<file path="src/hw/rtl/lmsl_pkg.sv">
// Shared types and constants for the longest monotone subsequence length block.
// No dependencies; every file of the block but lmsl_ram imports this package.
package lmsl_pkg;

  localparam int unsigned DEPTH       = 1024;
  localparam int unsigned VALUE_WIDTH = 32;
  localparam int unsigned IDX_W       = $clog2(DEPTH);
  localparam int unsigned CNT_W       = IDX_W + 1;
  localparam int unsigned LEN_W       = 11;

  typedef logic [VALUE_WIDTH-1:0] value_t;
  typedef logic [IDX_W-1:0]       idx_t;
  typedef logic [CNT_W-1:0]       cnt_t;
  typedef logic [LEN_W-1:0]       len_t;

  typedef enum logic [1:0] {
    ST_IDLE,
    ST_LAST,
    ST_SEARCH,
    ST_RESULT
  } state_e;

  // Result of the shared comparator: entry equals value, or the search
  // moves past the entry (also the "extend" test against the last tail).
  typedef struct packed {
    logic eq;
    logic right;
  } cmp_res_t;

  // Tails memory access from the sequencer.
  typedef struct packed {
    logic   we;
    idx_t   waddr;
    value_t wdata;
    idx_t   raddr;
  } ram_req_t;

endpackage

</file>
<file path="src/hw/rtl/lmsl_cmp.sv">
// Shared comparator used for the last-tail test and every search probe.
// Depends on lmsl_pkg.
module lmsl_cmp (
  input  lmsl_pkg::value_t   entry_i,
  input  lmsl_pkg::value_t   value_i,
  input  logic               incr_i,
  output lmsl_pkg::cmp_res_t res_o
);
  import lmsl_pkg::*;

  assign res_o.eq    = (entry_i == value_i);
  // increasing: move past tails below the value; decreasing: past tails above
  assign res_o.right = incr_i ? (entry_i < value_i) : (entry_i > value_i);

endmodule

</file>
<file path="config.mk">
export PLATFORM = sky130hd
export DESIGN_NAME = lmsl_cmp
export DESIGN_NICKNAME = d
export VERILOG_FILES = /design/src/hw/rtl/lmsl_pkg.sv /design/src/hw/rtl/lmsl_cmp.sv
export SDC_FILE = /design/constraint.sdc
export NUM_CORES = 1
export LEC_CHECK = 0
export BUFFER_PORTS_ARGS = -buffer_cell sky130_fd_sc_hd__buf_2
export CORE_MARGIN = 5
export CORE_UTILIZATION = 25
export DETAILED_ROUTE_END_ITERATION = 12
export GPL_TIMING_DRIVEN = 0
export PLACE_DENSITY_LB_ADDON = 0.25
export SYNTH_ARGS = -nofsm -noshare
export SYNTH_HDL_FRONTEND = slang
export SYNTH_SLANG_ARGS = --single-unit
export TNS_END_PERCENT = 50
</file>
<file path="constraint.sdc">
create_clock -name vclk -period 5.6
set_input_delay 0.84 -clock vclk [all_inputs]
set_output_delay 0.84 -clock vclk [all_outputs]
set_load 0.005 [all_outputs]
</file>
Yosys cells after proc, flatten, opt, wreduce, memory -nomap -nowiden
Cells that the tools add are included.
Widths: inputs -> output; s select.
{ "totals": {"reg_bits": 0, "output_inout_bits": 2} }
{ "classes": {"magnitude_cmp": 2, "eq_ne": 1, "muxes": 1} }
{ "op_table": {"columns": ["op", "n"], "rows": [
  ["$eq 32x32->1", 1],
  ["$gt 32x32->1", 1],
  ["$lt 32x32->1", 1],
  ["$mux 1", 1]
]} }

Longest topological paths before layout
{ "depth": {"depth_word": 2, "ltp_mapped": 8} }

Worst setup path after synthesis
OpenSTA, ideal clock, no wires.
{ "synth_path": {"path_kind": "input -> output", "start": "in value_i[14]", "end": "out res_o[0] in the netlist's numbering", "path_buffers": 0, "slack_ns": 2.495, "stages": 8, "required_ns": 4.760, "arrival_ns": 2.265, "cell_sequence": "inv_1 -> ha_1 -> a21oi_2 -> nand2_1 -> a221o_1 -> a211o_1 -> a211o_1 -> o31ai_2"} }
{ "synth_lines": {"columns": ["item", "line_no", "rtl"], "rows": [
  ["start, declared", "lmsl_cmp.sv:5", "input lmsl_pkg::value_t value_i,"],
  ["end, declared", "lmsl_cmp.sv:7", "output lmsl_pkg::cmp_res_t res_o"]
]} }

==> results_tabular.tex <==
\begin{tabular}{lr}
\hline
Metric & Value \\
\hline
\multicolumn{2}{l}{\textbf{STA}} \\
Setup TNS after final layout & 0 ns \\
Final Slew Violations & 0 \\
Final number of setup-violating endpoints & 0 \\
Max transition margin & 0.6651 \\
Setup repair after global routing missed its margin & no \\
Fmax & slightly below 300 MHz \\
Final Hold Violating Endpoints & 0 \\
Post-layout minimum cycle time & between 3 and 4 ns \\
Tightest Pin Transition & 0.4978 ns \\
Final critical-path setup slack & between 2 and 2.5 ns \\
Share of the clock period used by the worst path after layout & 0.6134 \\
\multicolumn{2}{l}{\textbf{Yosys}} \\
Synthesized area per cell & 7.133 um2 \\
Sequential-to-total area share from yosys stat & 0 \\
Number of nets in the synthesized netlist & 214 \\
Number of distinct library cells after synthesis & 23 \\
Number of warning messages in the yosys log & 0 \\
Instance count of the mapped netlist & roughly 120 \\
Netlist Area Pre-Place & 834.6 um2 \\
\multicolumn{2}{l}{\textbf{Run}} \\
Max\_cap viols & 0 \\
\multicolumn{2}{l}{\textbf{Finish}} \\
Net total in the final layout & 283 \\
Filler cell count & 350 \\
Most common cell after layout, fill and taps aside & sky130\_fd\_sc\_hd\_\_buf\_2 \\
Number of clock-tree buffers in the layout & 0 \\
Sequential cell area & 0 um2 \\
Num sequential & 0 \\
Share of layout cells above drive strength 1 & 0.3859 \\
Relative area change from synthesis to final layout & 47.08\% \\
Multi-input gate area in the final layout & 706.9 um2 \\
Number of antenna diodes & 0 \\
Commonest cells after routing, fill and taps aside & sky130\_fd\_sc\_hd\_\_buf\_2 (67), sky130\_fd\_sc\_hd\_\_inv\_1 (34), sky130\_fd\_sc\_hd\_\_ha\_1 (32) \\
Post-route cell area & 1227 um2 \\
\multicolumn{2}{l}{\textbf{Global routing}} \\
First-pass GRT wire length & 3091 um \\
Total grt overflow & 0 \\
Vias in the first global route & 863 \\
Maximum number of pins on one net before global-route repair & 5 \\
Initial antenna violation count & 0 \\
Total routing resource utilization after global routing & 0.08018 \\
\multicolumn{2}{l}{\textbf{Run status}} \\
Outcome & completed \\
\multicolumn{2}{l}{\textbf{Power}} \\
Max IR drop VDD & 17.71 uV \\
Power consumption & 0.07643 mW \\
Power density over cell area & 62.26 nW/um2 \\
Leakage component of the power & 0.8085 nW \\
\multicolumn{2}{l}{\textbf{Detailed routing}} \\
Routed via count & approximately 970 \\
Iteration-0 DRC Markers & 12 \\
Number of remaining DRC errors & 0 \\
Antenna-violating nets left & 0 \\
Routed via count divided by cell count & 4.196 \\
Total wire length after detailed routing & 2030 um \\
DRT Pass-1 Iters & 2 \\
Routed len/inst & 8.826 um \\
\multicolumn{2}{l}{\textbf{Setup path}} \\
Worst Setup Path Type & in -> out \\
Crit path capture & res\_o[0] \\
Endpoint kind of the worst setup timing path & output port \\
Setup crit start & entry\_i[14] \\
Crit path DAT & $\sim$2.6 ns \\
Kind of launch point of the worst setup path & input port \\
Crit path max fanout & 3 \\
Data required time of the critical path & between 4 and 5 ns \\
\multicolumn{2}{l}{\textbf{Floorplan}} \\
Initial Utilization & 0.2541 \\
Core area & $\sim$3300 um2 \\
DIE AREA & 4593 um2 \\
Row count & 21 \\
Top-Level Pins & 67 \\
Die Wd & 67.78 um \\
Height of the die & 67.78 um \\
\multicolumn{2}{l}{\textbf{Placed design}} \\
Pre-CTS worst setup slack & 2.179 ns \\
DP Area & around 1200 um2 \\
Count of input and output buffers & 67 \\
RD Place Congestion & 0.6465 \\
HPWL after DPL & 1967 um \\
\multicolumn{2}{l}{\textbf{Clocking}} \\
Number of buffers added to fix hold violations after cts & 0 \\
Setup Buffers After CTS & 0 \\
Number of gates given a new drive strength after cts & 0 \\
\multicolumn{2}{l}{\textbf{Hold path}} \\
HP Class & in -> out \\
\hline
\end{tabular}
## cells by family (layout without fill, tap and decap cells)
| group | after synthesis | in the layout | share of synthesized area |
|---|---|---|---|
| buf+inv | 34 | 101 | 0.1529 |
| fa+ha+maj | 32 | 32 | 0.4798 |
| compound gates | 26 | 26 | 0.2114 |
| simple gates | 25 | 25 | 0.1559 |
## routing by layer
metal	share of wire	up-vias	track usage
li1	-	545	-
met1	0.43	383	0.09375
met2	0.46	37	0.1652
met3	0.12	0	0.004992
met4	0	0	0
met5	0	-	0
## metrics by stage
stage / hold slack (ns) / std cells / util
2_1_floorplan: 1.734 / 117 / -
3_3_place_gp: 1.958 / 230 / 0.3737
3_5_place_dp: 1.966 / 230 / 0.3737
4_1_cts: 1.965 / 230 / 0.3737
5_1_grt: 1.981 / 230 / 0.3737
6_report: 1.965 / 230 / 0.3737
## where the power goes
group	switching, mW	total, mW	internal [mW]
registers	0	0	0
logic	0.0354	0.0764	0.0410
clock network	0	0	0
## cells in the mapped netlist, drive strengths merged
cell     n  area, um2
and3     1      6.260
nor4     2      12.51
o31ai    1      12.51
ha      32      400.4
nor2     4      15.01
a21oi   13      68.82
a21o     2      15.01
o21ai    3      18.76
a41o     1      10.01
inv     34      127.6
a221o    1      10.01
a211oi   1      7.510
a221oi   1      8.760
nand3    3      15.01
o211ai   1      7.510
a211o    2      17.52
nand2    8      30.03
nand4    6      43.79
or4      1      7.510
## critical path, cell delays in order
cell and delay (ns):
sky130_fd_sc_hd__buf_2 0.10, sky130_fd_sc_hd__ha_1 0.33, sky130_fd_sc_hd__a21oi_2 0.15, sky130_fd_sc_hd__nand2_1 0.06, sky130_fd_sc_hd__a221o_1 0.34, sky130_fd_sc_hd__a211o_1 0.25, sky130_fd_sc_hd__a211o_1 0.32, sky130_fd_sc_hd__o31ai_2 0.06
sky130_fd_sc_hd__buf_2 0.15
## worst min-delay path by stage
stage	cells after the start	to	start	slack [ns]
global placement	3	res_o[0]	incr_i	1.96
finish	3	res_o[0]	incr_i	1.97
global route	3	res_o[0]	incr_i	1.98
detailed placement	3	res_o[0]	incr_i	1.97
floorplan	1	res_o[0]	incr_i	1.73
CTS	3	res_o[0]	incr_i	1.97
## cell type report
| type | count | area share |
|---|---|---|
| Inverter | 34 | 0.1040 |
| Tap cell | 46 | 0.04689 |
| Timing Repair Buffer | 67 | 0.2732 |
| Multi-Input combinational cell | 83 | 0.5759 |
No activity file was read; power rests on OpenSTA's default activity.
