### src/hw/rtl/lmsl_ram.sv
// Generic simple dual-port RAM: one write port, one registered read port.
// No package dependency.
module lmsl_ram #(
  parameter int unsigned Depth = 2,
  parameter int unsigned Width = 8,
  localparam int unsigned AddrW = $clog2(Depth)
) (
  input  logic             clk_i,
  input  logic             we_i,
  input  logic [AddrW-1:0] waddr_i,
  input  logic [Width-1:0] wdata_i,
  input  logic [AddrW-1:0] raddr_i,
  output logic [Width-1:0] rdata_o
);

  logic [Width-1:0] mem [Depth];

  always_ff @(posedge clk_i) begin
    if (we_i) begin
      mem[waddr_i] <= wdata_i;
    end
  end

  always_ff @(posedge clk_i) begin
    rdata_o <= mem[raddr_i];
  end

endmodule

### config.mk
export PLATFORM = sky130hd
export DESIGN_NAME = lmsl_ram
export DESIGN_NICKNAME = d
export VERILOG_FILES = /design/src/hw/rtl/lmsl_ram.sv
export SDC_FILE = /design/constraint.sdc
export NUM_CORES = 1
export LEC_CHECK = 0
export ABC_AREA = 1
export BUFFER_PORTS_ARGS = -buffer_cell sky130_fd_sc_hd__buf_2
export CORE_UTILIZATION = 48
export DETAILED_ROUTE_END_ITERATION = 8
export PLACE_DENSITY = 0.78
export SLEW_MARGIN = 20
export SYNTH_ARGS = -nofsm -noshare
export SYNTH_HDL_FRONTEND = slang
export SYNTH_SLANG_ARGS = --single-unit
### constraint.sdc
create_clock -name clk_i -period 1.05 [get_ports clk_i]
set_input_delay 0.0525 -clock clk_i [delete_from_list [all_inputs] [get_ports clk_i]]
set_output_delay 0.0525 -clock clk_i [all_outputs]
set_load 0.03 [all_outputs]
; ---- Yosys cells after proc, flatten, opt, wreduce, memory -nomap -nowiden
; Memory sizes are Yosys's and may differ from the RTL's. A register that Yosys moved wholly into a read port is not among the register bits.
; Cells that the tools add are included.
[word_totals]
register_bits = 0
mem_bits_rw = 16
in_bits = 12
out_inout_bits = 8
wordCells = 3
memories = 1
[memory_table]
columns = name, words, width, rd, rd_clocked_by_memory_dff, write_ports, line_no
row1 = mem, 2, 8, 1, 1, 1, 16  ; logic [Width-1:0] mem [Depth];
[op_classes]
muxes = 2
[op_table]
columns = cell, n
row1 = 1-bit 2-to-1 mux, 2

; ---- Longest topological paths before layout
; Gate-level depths: netlist of run 1.
[depth]
word_depth = 2
mapped_depth = 4
mapped_depth_nobuf = 3

; ---- Least setup slack after synthesis of run 1
; OpenSTA, ideal clock, no wires.
[synth_path]
path_type = input port to flip-flop
start = input we_i
end = memory mem[0][0], enable pin
setup_time_ns = 0.371
t_arrival_ns = 0.441
required_ns = 0.679
slack_ns = 0.238
cell_stages = 2
n_path_buf = 0
cell_sequence = inv_1 -> nor2_1
[synth_between]
elab_chain_cells = 2
[synth_rtl]
columns = element, line_no
row1 = start: declaration, 9  ; input logic we_i,
row2 = 1-bit 2-to-1 mux, 19  ; if (we_i) begin
row3 = 1-bit 2-to-1 mux (implied by the code), 20  ; mem[waddr_i] <= wdata_i;
row4 = end: declaration, 16
; No other way between the ends.

; ---- Final worst setup path of run 1
[layout_path]
start = register rdata_o[1], read port of mem
end = output rdata_o[1]
[layout_rtl]
columns = element, line_no
row1 = start: declaration, 13  ; output logic [Width-1:0] rdata_o
; No word-level cell between the ends.

==> flow_metrics.py, run 1 <==
metrics = {
    "worst_setup_path": {
        "ff2ff_setup_slack_ns": 0.41,
        "worstReg2RegEnd": "rdata_o[1]",
        "cp-end-kind": "output pin",
        "crit_fanout": 1,
        "path_depth": 1,
        "setup.worst_path.class": "reg2out",
        "rr_worst_depth": 2,
        "slowest_delay_ns": 0.32,
        "critPathLaunch": "rdata_o[1]",
        "critPathRequiredTime_ns": 1.00,
        "critPathBufInv": 1,
        "arrival_ns": 0.80,
        "slowest_stage": "dfxtp_1",
        "timing.rr.start": "mem[1][1]",
        "startpoint_type": "flop",
        "path_cells": "buf_2",
        "cp_top_family": "flip-flops",
        "critPathCapture": "rdata_o[1]",
    },
    "floorplanning": {
        "start_util_pct": 51.1,
        "ios": 20,
        "die_x_um": 41.8,
        "rows": 14,
        "die_area_um2": 1750,
        "die-height_um": 41.8,
        "core_area_um2": 1490,
    },
    "synthesis": {
        "synth_top_area_cell": "edfxtp_1",
        "async_reset_ff_share_pct": 0,
        "synth-seq-cells": 24,
        "synth.most_common_cell": "nand2_1",
        "synth_cell_types": 7,
        "synth.net_count": 66,
        "synth.avg_cell_area_um2": 14.1,
        "postSynthCellCount": 54,
        "synth.cell_area_um2": 761,
        "netlist.area_leader.share_pct": 63.2,
        "yosysWarnings": 0,
        "ys.flop_type": "edfxtp_1",
        "synth-seq-area-share_pct": 84.2,
        "synth_edf_count": 16,
        "ys_top_cells_by_area": "edfxtp_1 63%, dfxtp_1 21%, nand2_1 12%",
        "yosys-top-cells-count": "25 x nand2_1, 16 x edfxtp_1, 8 x dfxtp_1",
    },
    "clock_tree": {
        "clock-root-buffer": "clkbuf_4",
        "post_cts_resized": 0,
        "path_clk_slew_ns": 0.11,
        "cts.sinks": 24,
        "cts_tree": "done",
        "cts_buffers": 3,
        "postCtsSetupBuffers": 0,
        "clock_path_buffers": 2,
        "cts_htree_levels": 1,
        "clkLatencyLatePin_ns": 0.29,
    },
    "global_routing": {
        "grt_pass1_vias": 449,
        "grt_max_degree": 14,
        "grt_first_pass_wirelength_um": 1540,
        "grt_overflow": 0,
        "grt.total_usage_pct": 12.8,
        "antenna_found_initial": 0,
    },
    "cells_and_area": {
        "num-fill-cells": 98,
        "finalNetCount": 98,
        "area_delta_synth_final_pct": 28.6,
        "final_cell_area_um2": 978,
        "fin_cells": 101,
        "drive_above_1_share_pct": 28.2,
        "n_antenna_cell": 0,
    },
    "drt": {
        "ant_nets": 0,
        "routedWlPerCell_um": 10.3,
        "vias_per_cell": 4.61,
        "wirelength_um": 1040,
        "drtPass1Iterations": 4,
        "drt_iter0_markers": 16,
        "vias": 466,
        "drc_errors": 0,
    },
    "sta": {
        "setup_violations": 0,
        "slew_viol_final": 0,
        "max_freq_ghz": 1.17,
        "fin_crit_sh_pct": 81.2,
        "hold_violations": 0,
        "finalCriticalPeriod_ns": 0.852,
        "slew_headroom_pct": 80.8,
        "finalClockSkew_ns": 0.000687,
        "tightest_slew_ns": 0.287,
        "rsz0062_at_grt": "false",
        "fin_setup_tns_ns": 0,
    },
    "placement": {
        "placed_area_um2": 872,
        "hpwl_um": 681,
        "dp.cells": 89,
        "routabilityCongestion": 0.726,
        "port_buffers": 19,
    },
    "power": {
        "report.power.total_mw": 1.65,
        "p_switching_uw": 359,
        "p_comb_share_pct": 11.0,
        "clockPowerShare_pct": 22.4,
        "vdd_drop_max_mv": 0.913,
        "seqPwrFrac_pct": 66.6,
        "switching_share_pct": 21.8,
        "power_leakage_nw": 0.440,
        "internal_power_mw": 1.29,
        "p_per_area_nw_per_um2": 1680,
    },
    "flow_run": {
        "maxCapViolations": 0,
    },
    "status": {
        "outcome": "completed",
    },
    "hold_path": {
        "hp-class": "in2reg",
    },
}
-- cell usage in the layout (no fill, tap or decap) --
master         netlist  routed
dlygate4sd3_1        0       8
buf_4                0       1
buf_2                0      19
clkinv_1             0       1
inv_1                2       2
dfxtp_1              8       8
clkbuf_4             0       3
nor2_1               1       1
nand2_1             25      25
inv_2                1       1
edfxtp_1            16      16
-- metrics by stage --
step                utilization [%]  hold WS [ns]  worst slack, ns
CTS                            65.7        0.0458            0.178
floorplan                         -         0.151            0.238
global placement               58.6         0.242            0.326
finish                         65.7        0.0566            0.198
detailed placement             58.6         0.246            0.290
global route                   65.7        0.0546            0.151
-- timing repair --
action                                 4_1_cts  5_1_grt
setup endpoints to repair                    0        0
hold buffers                                 8        0
endpoints found under the hold margin       16        0
-- power groups by stage --
stage | sequential (mW) | combinational [mW] | clock (mW)
6_report | 1.10 | 0.182 | 0.368
5_1_grt | 1.10 | 0.196 | 0.408
4_1_cts | 1.10 | 0.182 | 0.388
3_5_place_dp | 1.12 | 0.159 | 0
3_3_place_gp | 1.11 | 0.155 | 0
2_1_floorplan | 1.17 | 0.0437 | 0
-- sequential cells by signal, summed over array words and instances (netlist names) --
register / cells
rdata_o: 8
mem: 16
-- layer usage --
metal | wire, µm | vias up | part of all wire, % | global-route usage (%)
met5 | 0 | - | 0 | 0
met4 | 32 | 0 | 3.1 | 11.0
met3 | 75 | 6 | 7.2 | 4.78
met2 | 565 | 22 | 54 | 24.7
met1 | 364 | 201 | 35 | 8.98
li1 | - | 237 | - | -
-- worst min-delay path by stage --
| stage | endpoint | slack (ns) | from | cells past startpoint |
|---|---|---|---|---|
| 2_1_floorplan | mem[0][0] | 0.15 | wdata_i[0] | 0 |
| 3_3_place_gp | mem[0][6] | 0.24 | wdata_i[6] | 1 |
| 3_5_place_dp | mem[0][5] | 0.25 | wdata_i[5] | 1 |
| 4_1_cts | rdata_o[3] | 0.05 | raddr_i | 3 |
| 5_1_grt | rdata_o[5] | 0.05 | raddr_i | 3 |
| 6_report | rdata_o[3] | 0.06 | raddr_i | 3 |
-- tightest hold or removal path, delay by kind of cell --
kind                   cells  cell delay [ns]
and+or+nand+nor            2             0.11
buffers and inverters      1             0.16
-- area by class of cell --
| cell class | instances | area (µm²) | share of cell area [%] |
|---|---|---|---|
| Sequential cell | 24 | 641 | 65.5 |
| Multi-Input combinational cell | 26 | 97.6 | 9.97 |
| Timing Repair Buffer | 28 | 183 | 18.7 |
| Inverter | 3 | 11.3 | 1.15 |
| Tap cell | 16 | 20.0 | 2.05 |
| Clock buffer | 3 | 22.5 | 2.30 |
| Clock inverter | 1 | 3.75 | 0.384 |
-- kinds of logic after synthesis --
group,share of synthesized area (%)
simple gates,12.8
buf+inv,2.96
flops,84.2
No activity file was read; power rests on OpenSTA's default activity.
==> run 2: changes to the inputs <==
ABC_AREA = 0   (was 1)
PLACE_DENSITY = 0.77   (was 0.78)
clock period = 0.85 ns   (was 1.05 ns; I/O delays follow)
==> run 2 against run 1 <==
Compared with the run above: final cell count fell by 19%; largest power group unchanged; via count shrank 19%; sequential share of layout area shrank 5.7 points; area after synthesis is 3.1% higher.
==> flow_metrics.py, run 2 <==
metrics = {
    "clock_tree": {
        "cts.sinks": 24,
        "clock_path_buffers": 2,
        "cts_htree_levels": 1,
        "clkLatencyLatePin_ns": 0.31,
        "cts_buffers": 3,
        "path_clk_slew_ns": 0.12,
        "cts_tree": "done",
        "clock-root-buffer": "clkbuf_4",
    },
    "power": {
        "power_leakage_nw": 0.446,
        "seqPwrFrac_pct": 55.8,
        "clockPowerShare_pct": 32.4,
        "p_switching_uw": 474,
        "switching_share_pct": 19.3,
        "internal_power_mw": 1.98,
        "p_comb_share_pct": 11.8,
        "vdd_drop_max_mv": 1.18,
        "p_per_area_nw_per_um2": 2260,
    },
    "floorplanning": {
        "die-height_um": 42.4,
        "core_area_um2": 1520,
        "die_area_um2": 1800,
        "start_util_pct": 51.5,
        "ios": 20,
        "die_x_um": 42.4,
        "rows": 14,
    },
    "drt": {
        "ant_nets": 0,
        "vias_per_cell": 4.61,
        "wirelength_um": 926,
        "vias": 378,
        "drtPass1Iterations": 4,
        "drc_errors": 0,
        "drt_iter0_markers": 3,
        "routedWlPerCell_um": 11.3,
    },
    "worst_setup_path": {
        "critPathLaunch": "rdata_o[3]",
        "critPathRequiredTime_ns": 0.81,
        "setup.worst_path.class": "reg2out",
        "arrival_ns": 0.77,
        "crit_fanout": 1,
        "timing.rr.start": "mem[1][7]",
        "startpoint_type": "flop",
        "critPathBufInv": 1,
        "path_cells": "buf_6",
        "cp-end-kind": "output pin",
        "slowest_delay_ns": 0.34,
        "cp_top_family": "flip-flops",
        "slowest_stage": "dfxtp_2",
    },
    "synthesis": {
        "yosys-top-cells-count": "16 x edfxtp_1, 8 x dfxtp_1, 8 x mux2_4",
        "async_reset_ff_share_pct": 0,
        "synth_top_area_cell": "edfxtp_1",
        "synthAdderAreaFrac_pct": 0,
        "synthMuxAreaShare_pct": 15.3,
        "ys_top_cells_by_area": "edfxtp_1 61%, dfxtp_1 20%, mux2_4 15%",
        "synth.most_common_cell": "edfxtp_1",
        "postSynthCellCount": 35,
        "synth.cell_area_um2": 785,
        "ys.flop_type": "edfxtp_1",
        "netlist.area_leader.share_pct": 61.2,
        "synth.avg_cell_area_um2": 22.4,
        "synth-seq-area-share_pct": 81.7,
        "synth_edf_count": 16,
        "synth_compound_area_share_pct": 0,
        "synthSimpleGateAreaFrac_pct": 1.59,
        "synth-seq-cells": 24,
        "synth.net_count": 47,
        "synth_xor_area_share_pct": 0,
        "synth_top_family_by_area": "multiplexers",
        "synth_cell_types": 6,
        "yosysWarnings": 0,
    },
    "cells_and_area": {
        "drive_above_1_share_pct": 60.6,
        "utilization_pct": 71.4,
        "largest_reg_flops": 16,
        "final_common_cell": "edfxtp_1",
        "regMostFlops": "mem",
        "final_cell_mix": "16 x edfxtp_1, 11 x buf_2",
        "area_delta_synth_final_pct": 38.8,
        "reg.largest.list": "mem (16), rdata_o (8)",
        "finalNetCount": 79,
        "final_cell_area_um2": 1090,
        "n_antenna_cell": 0,
    },
    "status": {
        "outcome": "completed",
    },
    "global_routing": {
        "grt.total_usage_pct": 12.0,
        "grt_pass1_vias": 363,
        "grt_overflow": 0,
        "grt_max_degree": 15,
        "grt_first_pass_wirelength_um": 1480,
        "antenna_found_initial": 0,
    },
    "sta": {
        "max_freq_ghz": 1.23,
        "setup_violations": 0,
        "fin_setup_tns_ns": 0,
        "slew_headroom_pct": 76.4,
        "tightest_slew_ns": 0.354,
        "slew_viol_final": 0,
        "rsz0062_at_grt": "true",
        "finalClockSkew_ns": 0.00522,
        "holdWs_ns": 0.156,
        "fin_crit_sh_pct": 95.9,
        "finalCriticalPeriod_ns": 0.815,
        "hold_violations": 0,
    },
    "flow_run": {
        "maxCapViolations": 0,
    },
    "placement": {
        "port_buffers": 19,
        "routabilityCongestion": 0.633,
        "placed_area_um2": 896,
    },
    "hold_path": {
        "hp-class": "in2reg",
        "hp-start": "raddr_i",
    },
}
[run 2: changes by cell type in the layout (fill, tap and decap cells not counted), moves of 2 or more]
cell     previous run  this run
dfxtp_1             8         0
inv_1               2         0
buf_6               0         8
dfxtp_2             0         8
buf_2              19        11
nand2_1            25         0
mux2_4              0         8
[run 2: what timing repair did]
action	in CTS	in global routing
gates resized for setup	10	14
hold buffers	8	0
endpoints found under the hold margin	16	0
setup buffers	0	0
setup endpoints to repair	8	8
[run 2: cells by family after synthesis]
| family | count (synthesis) |
|---|---|
| buf+inv | 1 |
| mux | 8 |
| simple gates | 2 |
| flops | 24 |
[run 2: worst paths after layout]
check                    end  slack (ns)  depth (start not counted)
setup reg to reg  rdata_o[7]        0.08                          1
hold reg to reg   rdata_o[0]        0.49                          1
setup / recovery  rdata_o[3]        0.04                          1
hold / removal    rdata_o[0]        0.16                          2
[run 2: area by class of cell]
class	instances	area [µm²]
well taps	16	20.0
clock inverters	1	30.0
flip-flops and latches	24	651
clock buffers	3	22.5
fillers	98	435
multi-input cells	10	133
repair buffers	28	233
[run 2: per-stage QoR]
step / setup slack, ns / power [mW] / std cells
2_1_floorplan: 0.0141 / 1.53 / 35
3_3_place_gp: 0.0625 / 1.60 / 70
3_5_place_dp: 0.0444 / 1.61 / 70
4_1_cts: 0.00285 / 2.45 / 82
5_1_grt: -0.0140 / 2.56 / 82
6_report: 0.0352 / 2.46 / 82
[run 2: layer usage]
| layer | wire, µm | global-route usage [%] | vias to the layer above |
|---|---|---|---|
| met1 | 390 | 12.7 | 170 |
| met2 | 489 | 19.4 | 17 |
| met4 | 0 | 9.38 | 0 |
| li1 | - | - | 191 |
| met5 | 0 | 0 | - |
| met3 | 47 | 3.88 | 0 |
[run 2: power groups by stage]
stage,logic [mW],clock network [mW],registers [mW]
floorplan,0.0804,0,1.45
detailed placement,0.223,0,1.38
CTS,0.273,0.821,1.36
global placement,0.220,0,1.38
finish,0.290,0.795,1.37
global route,0.303,0.880,1.38
