## src/hw/rtl/lmsl_pkg.sv

```systemverilog
// Shared types and constants for the longest monotone subsequence length block.
// No dependencies; every file of the block but lmsl_ram imports this package.
package lmsl_pkg;

  localparam int unsigned DEPTH       = 1024;
  localparam int unsigned VALUE_WIDTH = 32;
  localparam int unsigned IDX_W       = $clog2(DEPTH);
  localparam int unsigned CNT_W       = IDX_W + 1;
  localparam int unsigned LEN_W       = 11;

  typedef logic [VALUE_WIDTH-1:0] value_t;
  typedef logic [IDX_W-1:0]       idx_t;
  typedef logic [CNT_W-1:0]       cnt_t;
  typedef logic [LEN_W-1:0]       len_t;

  typedef enum logic [1:0] {
    ST_IDLE,
    ST_LAST,
    ST_SEARCH,
    ST_RESULT
  } state_e;

  // Result of the shared comparator: entry equals value, or the search
  // moves past the entry (also the "extend" test against the last tail).
  typedef struct packed {
    logic eq;
    logic right;
  } cmp_res_t;

  // Tails memory access from the sequencer.
  typedef struct packed {
    logic   we;
    idx_t   waddr;
    value_t wdata;
    idx_t   raddr;
  } ram_req_t;

endpackage

```

## src/hw/rtl/lmsl_if.sv

```systemverilog
// Valid/ready channel interfaces for input items, results and the mode register.
// Depends on lmsl_pkg.
interface lmsl_in_if;
  import lmsl_pkg::*;
  logic   valid;
  logic   ready;
  value_t value;
  logic   start_req;
  modport source (output valid, output value, output start_req, input ready);
  modport sink (input valid, input value, input start_req, output ready);
endinterface

interface lmsl_out_if;
  import lmsl_pkg::*;
  logic valid;
  logic ready;
  len_t length;
  logic overflow;
  modport source (output valid, output length, output overflow, input ready);
  modport sink (input valid, input length, input overflow, output ready);
endinterface

interface lmsl_cfg_if;
  logic valid;
  logic ready;
  logic mode;
  modport source (output valid, output mode, input ready);
  modport sink (input valid, input mode, output ready);
endinterface

```

## src/hw/rtl/lmsl_ctrl.sv

```systemverilog
// Sequencer: accepts items, drives the tails memory, runs the halving search
// and holds the result register and the mode register. Depends on lmsl_pkg, lmsl_if.
module lmsl_ctrl (
  input  logic               clk_i,
  input  logic               rst_ni,
  lmsl_in_if.sink            in_i,
  lmsl_out_if.source         out_o,
  lmsl_cfg_if.sink           cfg_i,
  input  lmsl_pkg::cmp_res_t cmp_i,
  output lmsl_pkg::value_t   value_o,
  output logic               incr_o,
  output lmsl_pkg::ram_req_t ram_o
);
  import lmsl_pkg::*;

  state_e   state_q, state_d;
  logic     mode_q;
  idx_t     top_q, top_d;
  logic     ovf_q, ovf_d;
  value_t   val_q, val_d;
  cnt_t     lo_q, lo_d;   // search lower bound plus one
  cnt_t     hi_q, hi_d;
  idx_t     mid_q, mid_d;
  logic     out_valid_q, out_valid_d;
  len_t     len_q, len_d;
  logic     ovf_out_q, ovf_out_d;

  cnt_t          lo_n, hi_n;
  logic [CNT_W:0] mid_sum;
  idx_t          mid_n;
  logic          more;
  logic          accept;
  logic          skip;
  logic          out_free;

  assign accept   = in_i.valid && in_i.ready;
  assign skip     = in_i.start_req || (!mode_q && (in_i.value == '0));
  assign out_free = !out_valid_q || out_o.ready;

  // next search bounds after the probe whose data is back this cycle
  always_comb begin
    lo_n    = cmp_i.right ? ({1'b0, mid_q} + cnt_t'(1)) : lo_q;
    hi_n    = cmp_i.right ? hi_q : {1'b0, mid_q};
    mid_sum = {1'b0, lo_n} + {1'b0, hi_n} - (CNT_W+1)'(1);
    mid_n   = mid_sum[IDX_W:1];
    more    = (hi_n > lo_n);
  end

  always_comb begin
    state_d = state_q;
    case (state_q)
      ST_IDLE: begin
        if (accept) begin
          state_d = skip ? ST_RESULT : ST_LAST;
        end
      end
      ST_LAST: begin
        state_d = cmp_i.right ? ST_RESULT : ST_SEARCH;
      end
      ST_SEARCH: begin
        if (cmp_i.eq || !more) begin
          state_d = ST_RESULT;
        end
      end
      ST_RESULT: begin
        if (out_free) begin
          state_d = ST_IDLE;
        end
      end
      default: state_d = ST_IDLE;
    endcase
  end

  always_comb begin
    top_d       = top_q;
    ovf_d       = ovf_q;
    val_d       = val_q;
    lo_d        = lo_q;
    hi_d        = hi_q;
    mid_d       = mid_q;
    len_d       = len_q;
    ovf_out_d   = ovf_out_q;
    out_valid_d = out_valid_q && !out_o.ready;
    ram_o.we    = 1'b0;
    ram_o.waddr = top_q;
    ram_o.wdata = val_q;
    ram_o.raddr = top_q;
    case (state_q)
      ST_IDLE: begin
        if (accept) begin
          val_d = in_i.value;
          if (in_i.start_req) begin
            // new sequence: tail 0 takes the value, the rest is a no-op
            ram_o.we    = 1'b1;
            ram_o.waddr = '0;
            ram_o.wdata = in_i.value;
            top_d       = '0;
            ovf_d       = 1'b0;
          end
        end
      end
      ST_LAST: begin
        if (cmp_i.right) begin
          if (top_q != idx_t'(DEPTH - 1)) begin
            top_d       = top_q + idx_t'(1);
            ram_o.we    = 1'b1;
            ram_o.waddr = top_q + idx_t'(1);
          end else begin
            ovf_d = 1'b1;
          end
        end else begin
          lo_d        = '0;
          hi_d        = {1'b0, top_q} + cnt_t'(1);
          mid_d       = top_q >> 1;
          ram_o.raddr = top_q >> 1;
        end
      end
      ST_SEARCH: begin
        if (cmp_i.eq) begin
          ram_o.we    = 1'b1;
          ram_o.waddr = mid_q;
        end else begin
          lo_d = lo_n;
          hi_d = hi_n;
          if (more) begin
            mid_d       = mid_n;
            ram_o.raddr = mid_n;
          end else begin
            ram_o.we    = 1'b1;
            ram_o.waddr = hi_n[IDX_W-1:0];
          end
        end
      end
      ST_RESULT: begin
        if (out_free) begin
          out_valid_d = 1'b1;
          len_d       = LEN_W'({1'b0, top_q} + cnt_t'(1));
          ovf_out_d   = ovf_q;
        end
      end
      default: ;
    endcase
  end

  always_ff @(posedge clk_i or negedge rst_ni) begin
    if (!rst_ni) begin
      state_q     <= ST_IDLE;
      mode_q      <= 1'b0;
      top_q       <= '0;
      ovf_q       <= 1'b0;
      out_valid_q <= 1'b0;
    end else begin
      state_q     <= state_d;
      top_q       <= top_d;
      ovf_q       <= ovf_d;
      out_valid_q <= out_valid_d;
      if (cfg_i.valid) begin
        mode_q <= cfg_i.mode;
      end
    end
  end

  always_ff @(posedge clk_i) begin
    val_q     <= val_d;
    lo_q      <= lo_d;
    hi_q      <= hi_d;
    mid_q     <= mid_d;
    len_q     <= len_d;
    ovf_out_q <= ovf_out_d;
  end

  assign in_i.ready     = (state_q == ST_IDLE);
  assign cfg_i.ready    = 1'b1;
  assign out_o.valid    = out_valid_q;
  assign out_o.length   = len_q;
  assign out_o.overflow = ovf_out_q;
  assign value_o        = val_q;
  assign incr_o         = mode_q;

endmodule

```

## src/flat_wrapper.sv

```systemverilog
// flat-port wrapper written by rule: the top's interface ports become plain ports
module lmsl_ctrl_flat import lmsl_pkg::*;
  (clk_i, rst_ni, cmp_i, value_o, incr_o, ram_o, in_i_valid, in_i_value, in_i_start_req, in_i_ready, out_o_valid, out_o_length, out_o_overflow, out_o_ready, cfg_i_valid, cfg_i_mode, cfg_i_ready);
  lmsl_in_if in_i_i ();
  lmsl_out_if out_o_i ();
  lmsl_cfg_if cfg_i_i ();
  input  logic clk_i;
  input  logic rst_ni;
  input  lmsl_pkg::cmp_res_t cmp_i;
  output lmsl_pkg::value_t value_o;
  output logic incr_o;
  output lmsl_pkg::ram_req_t ram_o;
  input wire logic [$bits(in_i_i.valid)-1:0] in_i_valid;
  input wire logic [$bits(in_i_i.value)-1:0] in_i_value;
  input wire logic [$bits(in_i_i.start_req)-1:0] in_i_start_req;
  output wire logic [$bits(in_i_i.ready)-1:0] in_i_ready;
  output wire logic [$bits(out_o_i.valid)-1:0] out_o_valid;
  output wire logic [$bits(out_o_i.length)-1:0] out_o_length;
  output wire logic [$bits(out_o_i.overflow)-1:0] out_o_overflow;
  input wire logic [$bits(out_o_i.ready)-1:0] out_o_ready;
  input wire logic [$bits(cfg_i_i.valid)-1:0] cfg_i_valid;
  input wire logic [$bits(cfg_i_i.mode)-1:0] cfg_i_mode;
  output wire logic [$bits(cfg_i_i.ready)-1:0] cfg_i_ready;
  assign in_i_i.valid = in_i_valid;
  assign in_i_i.value = in_i_value;
  assign in_i_i.start_req = in_i_start_req;
  assign in_i_ready = in_i_i.ready;
  assign out_o_valid = out_o_i.valid;
  assign out_o_length = out_o_i.length;
  assign out_o_overflow = out_o_i.overflow;
  assign out_o_i.ready = out_o_ready;
  assign cfg_i_i.valid = cfg_i_valid;
  assign cfg_i_i.mode = cfg_i_mode;
  assign cfg_i_ready = cfg_i_i.ready;
  lmsl_ctrl u_core (.clk_i(clk_i), .rst_ni(rst_ni), .in_i(in_i_i), .out_o(out_o_i), .cfg_i(cfg_i_i), .cmp_i(cmp_i), .value_o(value_o), .incr_o(incr_o), .ram_o(ram_o));
endmodule
```

## config.mk

```make
export PLATFORM = sky130hd
export DESIGN_NAME = lmsl_ctrl_flat
export DESIGN_NICKNAME = d
export VERILOG_FILES = /design/src/hw/rtl/lmsl_pkg.sv /design/src/hw/rtl/lmsl_if.sv /design/src/hw/rtl/lmsl_ctrl.sv /design/src/flat_wrapper.sv
export SDC_FILE = /design/constraint.sdc
export NUM_CORES = 1
export LEC_CHECK = 0
export ABC_AREA = 1
export BUFFER_PORTS_ARGS = -buffer_cell sky130_fd_sc_hd__buf_2
export CAP_MARGIN = 15
export CORE_MARGIN = 5
export CORE_UTILIZATION = 60
export CTS_CLUSTER_SIZE = 24
export DETAILED_ROUTE_END_ITERATION = 7
export PLACE_DENSITY = 0.87
export SLEW_MARGIN = 20
export SYNTH_ARGS = -nofsm -noshare
export SYNTH_HDL_FRONTEND = slang
export SYNTH_SLANG_ARGS = --single-unit
```

## constraint.sdc

```tcl
create_clock -name clk_i -period 7.05 [get_ports clk_i]
set_input_delay 0.3525 -clock clk_i [delete_from_list [all_inputs] [get_ports clk_i]]
set_output_delay 0.3525 -clock clk_i [all_outputs]
set_load 0.1 [all_outputs]
```

Yosys cells after proc, flatten, opt, wreduce, memory -nomap -nowiden. Index checks and enable logic that the tools add are counted.

$add $sub $neg: 5. Multipliers: 0. Div/mod/pow operators: 0. Order comparisons: 1. Equality and inequality tests: 14. Shift-type cells: 0. Muxes and demuxes: 42. Bitwise gates (word level): 0. Reductions and logical operators: 21.

Operators with widths (count): 2-to-1 mux 11 bit (10); 2-to-1 mux 10 bit (10); 2-to-1 mux 43 bit (2); one-hot mux 10 bit (2 select lines) (3); one-hot mux 11 bit (2 select lines) (2); one-hot mux 11 bit (3 select lines) (1); zero test 32 bit (1); 2-to-1 mux 32 bit (1); adder 10 x 1 -> 11 bit (second input constant) (2); inequality test 2 bit (second input constant) (6); adder 11 bit (1); greater-than comparator 11 bit (1); subtractor 11 x 1 -> 11 bit (second input constant) (1); adder 10 x 1 -> 10 bit (second input constant) (1); inequality test 10 bit (second input constant) (1); AND reduction 5 bit (2); 2-to-1 mux 2 bit (4); inequality test 2 x 1 -> 1 bit (second input constant) (4); one-hot mux 2 bit (4 select lines) (1); 2-to-1 mux 1 bit (7); AND reduction 3 bit (2); equality test 2 bit (second input constant) (2); zero test 1 bit (4); AND reduction 2 bit (2); 7 further kinds (12).

Flip-flop bits (word level): 91. Bits in latches: 0. Memory bits (writable): 0. Bits in read-only memories: 0. Memories kept: 0.

Longest topological paths before layout. Gate-level depths: netlist of the first run.

Word-level depth: 7. Depth in mapped cells: 25. Mapped depth without buffers: 24.

Worst setup path after synthesis of the first run. OpenSTA, ideal clock, no wires.

Kind: reg-to-output. Start: register u_core.state_q[0]. End: output ram_o[11] in the netlist's numbering. Data arrival time: 5115 ps. Required time: 6698 ps. Path slack: 1582 ps. Stages on the path, launching flop included: 10. Buffers on the path: 3. Path through: dfrtp_1 -> inv_1 -> ha_1 -> nand2_1 -> inv_1 -> nand2_1 -> clkbuf_1 -> clkbuf_1 -> clkbuf_1 -> o21ai_0.

RTL lines: start: declaration (RTL line lmsl_ctrl.sv:16) `state_e state_q, state_d;`; start signal: assignment (RTL line lmsl_ctrl.sv:153) `state_q <= state_d;`; end: declaration (RTL line flat_wrapper.sv:12) `output lmsl_pkg::ram_req_t ram_o;`.

==> results of run 1 <==
[logic make-up after synthesis]
family | count (synthesis) | share of synthesized area
buffers and inverters | 156 | 0.09520
xor gates and xnor gates | 4 | 0.005553
adders and majority gates | 30 | 0.06069
AOI/OAI and AO/OA | 174 | 0.1545
other | 1 | 0.0005944
DFF | 91 | 0.4213
and+or+nand+nor | 334 | 0.2410
muxes | 12 | 0.02122
[cell usage in the layout (no fill, tap or decap), types with 4 or more instances in the layout]
master and count:
nand2_1 157, buf_2 140, inv_1 111, o21ai_0 76, edfxtp_1 76, nand3_1 68
nor2_1 58, a21oi_1 48, ha_1 29, o22ai_1 15, dfrtp_1 15, nand4_1 12
mux2_2 11, or2_2 10, clkbuf_8 9, inv_2 8, a22oi_1 6, nor4_1 6
o21ai_1 6, buf_4 6, nor3_1 4, xor2_1 4, o21a_1 4, o21bai_1 4
[worst max path at each step]
stage | to | cells past startpoint | slack (ns)
2_1_floorplan | ram_o[11] | 9 | 1.58
3_3_place_gp | ram_o[9] | 21 | 2.45
3_5_place_dp | ram_o[9] | 21 | 2.44
4_1_cts | ram_o[9] | 23 | 2.31
5_1_grt | ram_o[9] | 23 | 1.89
6_report | ram_o[9] | 23 | 2.26
[Yosys cell counts, types with 2 or more instances]
library cell,n,area [sq um]
inv_2,8,30.03
nand2_2,2,12.51
o21ai_2,2,17.52
nor3_1,4,20.02
a22oi_1,6,45.04
mux2_2,11,123.9
nand4_1,12,75.07
inv_1,111,416.7
a21oi_1,49,245.2
nand3_1,68,340.3
nand2_4,3,33.78
o21a_1,4,30.03
nor3b_1,2,15.01
clkbuf_1,27,101.4
or2_1,2,12.51
ha_1,29,362.9
o22ai_1,15,93.84
nor4_1,6,37.54
xor2_1,4,35.03
o21ai_1,6,30.03
o21bai_1,4,30.03
o211ai_1,3,22.52
nor2_1,59,221.5
nand3_4,2,35.03
buf_1,4,15.01
a311oi_1,3,26.28
buf_2,3,15.01
dfrtp_1,15,375.4
edfxtp_1,76,2282
nand2_1,158,593.1
o21ai_0,76,380.4
a211oi_1,2,15.01
or2_2,10,62.56
and2_1,2,12.51
[stage by stage]
| step | instances | setup WS, ns | hold slack, ns | utilization |
|---|---|---|---|---|
| after floorplan | 802 | 1.582 | 0.05691 | - |
| after global placement | 1048 | 2.448 | 0.2721 | 0.6888 |
| after detailed placement | 1048 | 2.440 | 0.2888 | 0.6888 |
| after CTS | 1065 | 2.313 | 0.1453 | 0.7109 |
| after global routing | 1065 | 1.888 | 0.1329 | 0.7112 |
| final | 1065 | 2.262 | 0.1464 | 0.7112 |
[sequential cells by signal, indices dropped and copies added (netlist names)]
name / count
u_core.value_o: 32
u_core.hi_q: 11
u_core.lo_q: 11
u_core.out_o.length: 11
u_core.mid_q: 10
u_core.top_q: 10
u_core.state_q: 2
u_core.incr_o: 1
u_core.out_o.overflow: 1
u_core.out_o.valid: 1
u_core.ovf_q: 1
[timing repair]
item,CTS,global route
hold buffers,1,0
hold endpoints to repair,15,0
setup endpoints to repair,0,0
[layout make-up]
| type | count | area share |
|---|---|---|
| Clock inverter | 7 | 0.01267 |
| Tap cell | 136 | 0.02328 |
| Clock buffer | 9 | 0.01695 |
| Inverter | 120 | 0.06162 |
| Timing Repair Buffer | 147 | 0.1034 |
| Multi-Input combinational cell | 555 | 0.4185 |
| Sequential cell | 91 | 0.3636 |
[worst max-delay path: cells and delay by family, from the launching register on]
family	cells	cell delay, ns
flops	1	0.56
compound gates	1	0.36
fa+ha+maj	1	0.30
simple gates	16	2.01
buf+inv	5	0.82
[per-layer routing]
layer | vias to the layer above | track usage
met1 | 2888 | 0.3856
met5 | - | 0
met3 | 81 | 0.06199
met2 | 461 | 0.4905
li1 | 2952 | -
met4 | 0 | 0.1651
==> results_dict.tcl, run 1 <==
set metrics [dict create \
    outcome "completed" \
    wl_met3_mm 2.021 \
    antenna_cells 0 \
    cts_htree_levels 3 \
    antenna_found_initial 0 \
    die-area_sq_mm 0.01267 \
    slowest_delay_ns 0.56 \
    seq_area_frac_synth 0.4213 \
    cp-end-kind "primary output" \
    synthDistinctLibCells 48 \
    grtUsageTotal 0.3050 \
    fin_crit_ns 4.788 \
    drt_iter0_markers 703 \
    num_rows 37 \
    path_clk_slew_ns 0.11 \
    min_to "u_core.value_o[13]" \
    ant_nets 0 \
    finalNetCount 995 \
    crit_chain "nand3_1 -> nor2_1 -> nand3_1 -> nor3_1 -> nand3_1 -> o21ai_0 -> ha_1 -> inv_1 -> nand2_1 -> inv_1 -> nand2_1 -> inv_1 -> nand3_1 -> nor2_2 -> nor2_4 -> nand2_4 -> nand3_4 -> inv_2 -> nand2_1 -> nor2_1 -> nand3_1 -> nand2_1 -> buf_2" \
    ys_ff_latch 91 \
    min_period_over_period 0.6792 \
    syn_to_final_growth_pct 15.87 \
    cts_setup_buffers 0 \
    rsz0062_at_grt "no" \
    worst_r2r_path_depth 19 \
    cts_buffer_depth 2 \
    max_freq_ghz 0.2088 \
    hold_viol 0 \
    clock-sinks 91 \
    cts_root_buf "clkbuf_8" \
    avgSynthCellArea_sq_um 7.866 \
    port_buffers 140 \
    numCtsBuffers 9 \
    wl_met1_mm 7.440 \
    path_common_cell "nand3_1" \
    dp_hpwl_mm 14.67 \
    clk_latency_ns 0.39 \
    fillers 852 \
    crit_start "u_core.mid_q[2]" \
    path_max_fanout 10 \
    finalWeightedCongestion 0.9740 \
    fin_worst_skew_ns 0.01671 \
    vias_per_cell 5.992 \
    finalSetupViolCount 0 \
    multi_input_area_sq_mm 0.003059 \
    finalSetupTns_ns 0 \
    grt_pass1_vias 6270 \
    layout-drive-gt1-share 0.2239 \
    cts_tree "yes" \
    placed_cell_area_sq_mm 0.007079 \
    drt-total-wl_mm 19.66 \
    start_util 0.6138 \
    drtPass1Iterations 6 \
    critPathLaunchType "flip-flop" \
    wl_per_cell_microns 18.46 \
    core_sq_mm 0.01028 \
    met2_length_mm 9.201 \
    io_pins 142 \
    ys.flop_type "edfxtp_1" \
    syn_inst 802 \
    yosys_warnings 0 \
    grt_overflow_total 0 \
    r2r_setup_slack_ns 3.21 \
    timing.slew.headroom 0.4149 \
    grt_max_degree 66 \
    grt_pass1_wl_mm 31.06 \
    cts_resized 0 \
    critPathRequiredTime_ns 6.70 \
    syn-num-nets 873 \
    postLayoutCellArea_sq_mm 0.007310 \
    drv_slew 0 \
    syn-cell-area_sq_mm 0.006309 \
    async_reset_ff_frac 0.1648 \
    chipHeight_microns 112.5 \
    die_width_microns 112.5 \
    synth-edff-count 76 \
    tightestPinTransition_ns 0.8723 \
    drc 0 \
    critical_path_class "flip-flop to primary output" \
    seq_area_sq_mm 0.002658 \
    worstPathArrival_ns 4.44 \
    min_from "in_i_value[13]" \
    dr_total_vias 6382 \
    min_delay_path_depth 1 \
    maxCapViolations 0 \
    r2r-end "u_core.mid_q[0]" \
    slowest_stage "edfxtp_1" \
    reg2reg_from "u_core.mid_q[2]" \
    top_layer_used "met4" \
    hold_class "input port to flip-flop" \
]
Power of run 1 is not shown: default switching activity piles up to over one toggle a cycle in this logic, so the estimate is an artifact.
==> inputs of run 2 (changes only) <==
- CORE_UTILIZATION: 60 -> 55
- PLACE_DENSITY: 0.87 -> 0.81
- clock period: 7.05 -> 4.8 ns (I/O delays scaled with it)
==> results_dict.tcl, run 2 (synthesis results as in run 1) <==
set metrics [dict create \
    dr_total_vias 6294 \
    grt_max_degree 55 \
    ant_nets 0 \
    cts_root_buf "clkbuf_16" \
    finalSetupViolCount 0 \
    cts_htree_levels 3 \
    worst_r2r_path_depth 19 \
    cp-end-kind "primary output" \
    die-area_sq_mm 0.01371 \
    final_common_cell "nand2_1" \
    critPathRequiredTime_ns 4.56 \
    drv_slew 0 \
    path_clk_slew_ns 0.06 \
    io_pins 142 \
    antenna_found_initial 0 \
    min_from "in_i_value[7]" \
    drt-total-wl_mm 19.14 \
    grtUsageTotal 0.2798 \
    die_width_microns 117.1 \
    rsz0062_at_grt "no" \
    r2r_setup_slack_ns 1.21 \
    finalWeightedCongestion 0.9448 \
    largest_reg_flops 32 \
    antenna_cells 0 \
    cts_buffer_depth 2 \
    timing.slew.headroom 0.5037 \
    chipHeight_microns 117.1 \
    hold_class "input port to flip-flop" \
    numCtsBuffers 9 \
    vias_per_cell 5.860 \
    reg2reg_from "u_core.mid_q[2]" \
    slowest_stage "edfxtp_1" \
    grt_pass1_vias 5887 \
    wl_per_cell_microns 17.82 \
    grt_pass1_wl_mm 29.68 \
    outcome "completed" \
    clk_latency_ns 0.35 \
    slowest_delay_ns 0.51 \
    fin_crit_ns 4.412 \
    crit_chain "nand3_1 -> nor2_1 -> nand3_1 -> nor2_1 -> nor2_1 -> o21ai_0 -> o21ai_0 -> ha_1 -> nor4_1 -> nand4_4 -> nand2_4 -> inv_1 -> nand2_1 -> nand3_1 -> a22oi_1 -> buf_2" \
    min_delay_path_depth 1 \
    critPathLaunchType "flip-flop" \
    cts_setup_buffers 0 \
    max_freq_ghz 0.2266 \
    cts_tree "yes" \
    path_max_fanout 13 \
    min_period_over_period 0.9192 \
    r2r-end "u_core.mid_q[5]" \
    grt_overflow_total 0 \
    drc 0 \
    critical_path_class "flip-flop to primary output" \
    drtPass1Iterations 5 \
    syn_to_final_growth_pct 16.96 \
    hold_viol 0 \
    drt_iter0_markers 750 \
    core_sq_mm 0.01132 \
    maxCapViolations 0 \
    final_cell_mix "nand2_1, buf_2, inv_1" \
    hold_ws_ns 0.08203 \
    worstPathArrival_ns 4.17 \
    num_rows 39 \
    layout-drive-gt1-share 0.2223 \
    fin_worst_skew_ns 0.009482 \
    clock-sinks 91 \
    min_to "u_core.value_o[7]" \
    finalNetCount 997 \
    dp_hpwl_mm 14.63 \
    tightestPinTransition_ns 0.7430 \
    fillers 1013 \
    start_util 0.5573 \
    port_buffers 140 \
    post-route-util 0.6517 \
]
-- run 2: critical path: cells and delay by family (launching register included) --
family | cells | cell delay [ns]
buffers and inverters | 2 | 0.61
and+or+nand+nor | 10 | 1.76
adders and majority gates | 1 | 0.39
AOI/OAI and AO/OA | 3 | 0.54
DFF | 1 | 0.51
-- run 2: area by class of cell --
class                           count  area [sq um]  area share
Clock buffer                       12         236.5     0.03205
Sequential cell                    91          2658      0.3602
Timing Repair Buffer              149         770.7      0.1045
Multi-Input combinational cell    555          3059      0.4146
Inverter                          120         450.4     0.06105
Tap cell                          143         178.9     0.02425
Clock inverter                      4         25.02    0.003392
-- run 2: routing by layer --
layer  vias to the layer above  share of wire  track usage
li1                       2955              -            -
met1                      2899           0.40       0.3669
met2                       367           0.47       0.4467
met3                        73          0.094      0.05707
met4                         0          0.040       0.1300
met5                         -              0            0
-- run 2: worst max path at each step --
stage	start	endpoint	slack (ns)
6_report	u_core.mid_q[2]	ram_o[49]	0.39
5_1_grt	u_core.mid_q[2]	ram_o[49]	0.04
4_1_cts	u_core.mid_q[2]	ram_o[9]	0.39
3_5_place_dp	u_core.mid_q[2]	ram_o[9]	0.76
3_3_place_gp	u_core.mid_q[2]	ram_o[9]	0.91
2_1_floorplan	u_core.state_q[0]	ram_o[11]	-0.56
-- run 2: what timing repair did --
| item | 4_1_cts | 5_1_grt |
|---|---|---|
| resized for setup | 0 | 1 |
| hold buffers | 1 | 0 |
| endpoints found under the hold margin | 15 | 0 |
| setup endpoints to repair | 0 | 4 |
-- run 2: stage by stage --
step | instance area, sq um | worst slack [ns] | TNS (ns) | cells
after global placement | 7103 | 0.9099 | 0 | 1057
after global routing | 7378 | 0.03828 | 0 | 1074
after detailed placement | 7103 | 0.7616 | 0 | 1057
final | 7378 | 0.3878 | 0 | 1074
after CTS | 7375 | 0.3867 | 0 | 1074
after floorplan | 6309 | -0.5552 | -1.666 | 802
Power of run 2 is left out for the same reason.
==> inputs of run 3 (changes only) <==
- clock period: 4.8 -> 4.1 ns (I/O delays scaled with it)
==> results_dict.tcl, run 3 (synthesis results as in run 1) <==
set metrics [dict create \
    outcome "completed" \
    chipHeight_microns 117.1 \
    placed_cells 1059 \
    hold_class "input port to flip-flop" \
    fin_crit_ns 3.997 \
    wl_per_cell_microns 18.81 \
    hold_viol 0 \
    vias_per_cell 5.903 \
    finalSetupTns_ns 0 \
    finalNetCount 1016 \
    grt_pass1_vias 6129 \
    start_util 0.5573 \
    fin_worst_skew_ns 0.006040 \
    dr_total_vias 6452 \
    final_common_cell "nand2_1" \
    worstPathArrival_ns 3.79 \
    cts_buffer_depth 2 \
    path_clk_slew_ns 0.07 \
    ant_nets 0 \
    drt-total-wl_mm 20.56 \
    io_pins 142 \
    grt-busiest-layer "met2" \
    critPathLaunchType "flip-flop" \
    critPathRequiredTime_ns 3.89 \
    drtPass1Iterations 5 \
    cp-end-kind "primary output" \
    gr-usage-met2 0.4865 \
    clk_latency_ns 0.35 \
    syn_to_final_growth_pct 28.14 \
    largest_reg_flops 32 \
    timing.slew.headroom 0.5151 \
    grt_max_degree 55 \
    clock-sinks 91 \
    grt_pass1_wl_mm 31.02 \
    r2r_setup_slack_ns 0.70 \
    grtUsageTotal 0.2954 \
    maxCapViolations 0 \
    min_period_over_period 0.9748 \
    path_max_fanout 6 \
    finalWorstSetupSlack_ns 0.1031 \
    drv_slew 0 \
    antenna_found_initial 0 \
    critical_path_class "flip-flop to primary output" \
    grt_use_met3 0.05861 \
    num_rows 39 \
    die-area_sq_mm 0.01371 \
    die_width_microns 117.1 \
    layout-drive-gt1-share 0.2842 \
    tightestPinTransition_ns 0.7261 \
    cts_tree "yes" \
    final_cell_mix "nand2_1, buf_2, inv_1" \
    grt_util_met1 0.3695 \
    drc 0 \
    drt_iter0_markers 851 \
    core_sq_mm 0.01132 \
    rsz0062_at_grt "yes" \
    hold_ws_ns 0.03748 \
    cts_htree_levels 3 \
    grt_overflow_total 0 \
    numCtsBuffers 9 \
    dp_hpwl_mm 15.18 \
    finalSetupViolCount 0 \
    max_freq_ghz 0.2502 \
    finalWeightedCongestion 0.9769 \
    cts_root_buf "clkbuf_16" \
    port_buffers 140 \
    post-place-ws_ns 0.2520 \
    antenna_cells 0 \
    final_cells 1093 \
]
run 3: through the flow:
step	utilization	instance area, sq um
after floorplan	-	6395
after global placement	0.6640	7517
after detailed placement	0.6640	7517
after CTS	0.6955	7874
after global routing	0.7141	8084
final	0.7141	8084
run 3: area by class of cell:
type | count | area, sq um
Inverter | 120 | 450.4
Fill cell | 891 | 3237
Clock buffer | 10 | 229.0
Tap cell | 143 | 178.9
Clock inverter | 6 | 73.82
Multi-Input combinational cell | 556 | 3276
Timing Repair Buffer | 167 | 1219
Sequential cell | 91 | 2658
run 3: routing by layer:
layer | up-vias | part of all wire
li1 | 3006 | -
met1 | 2931 | 0.38
met2 | 432 | 0.47
met3 | 83 | 0.096
met4 | 0 | 0.050
met5 | - | 0
run 3: path summary, 6_finish.rpt:
path,start,to,cells past startpoint
worst max-delay path,u_core.mid_q[0],ram_o[52],16
worst min-delay path,in_i_value[24],u_core.value_o[24],1
worst max register to register,u_core.mid_q[0],u_core.mid_q[8],16
worst min register to register,u_core.ovf_q,u_core.out_o.overflow,0
max in group asynchronous,rst_ni,u_core.top_q[9],2
min in group asynchronous,rst_ni,u_core.top_q[3],2
run 3: critical path, stage by stage (launching register included):
cell and delay (ns):
edfxtp_1 0.46, nand3_2 0.14, nor2_4 0.18, nand3_4 0.11, nor3_4 0.21, o21ai_0 0.11, o21ai_1 0.17, ha_1 0.31
buf_4 0.15, nor4_2 0.33, nand4_4 0.25, nand3_4 0.20, nand2_4 0.08, inv_2 0.10, nor2_1 0.05, a21oi_1 0.34
buf_12 0.23
run 3: repair_timing:
item | 4_1_cts | 5_1_grt
endpoints found under the hold margin | 15 | 0
pin swaps | 0 | 11
endpoints found under the setup margin | 14 | 21
gates cloned | 0 | 1
setup buffers | 5 | 11
resized for setup | 2 | 28
hold buffers | 1 | 0
Power of run 3 is left out for the same reason.
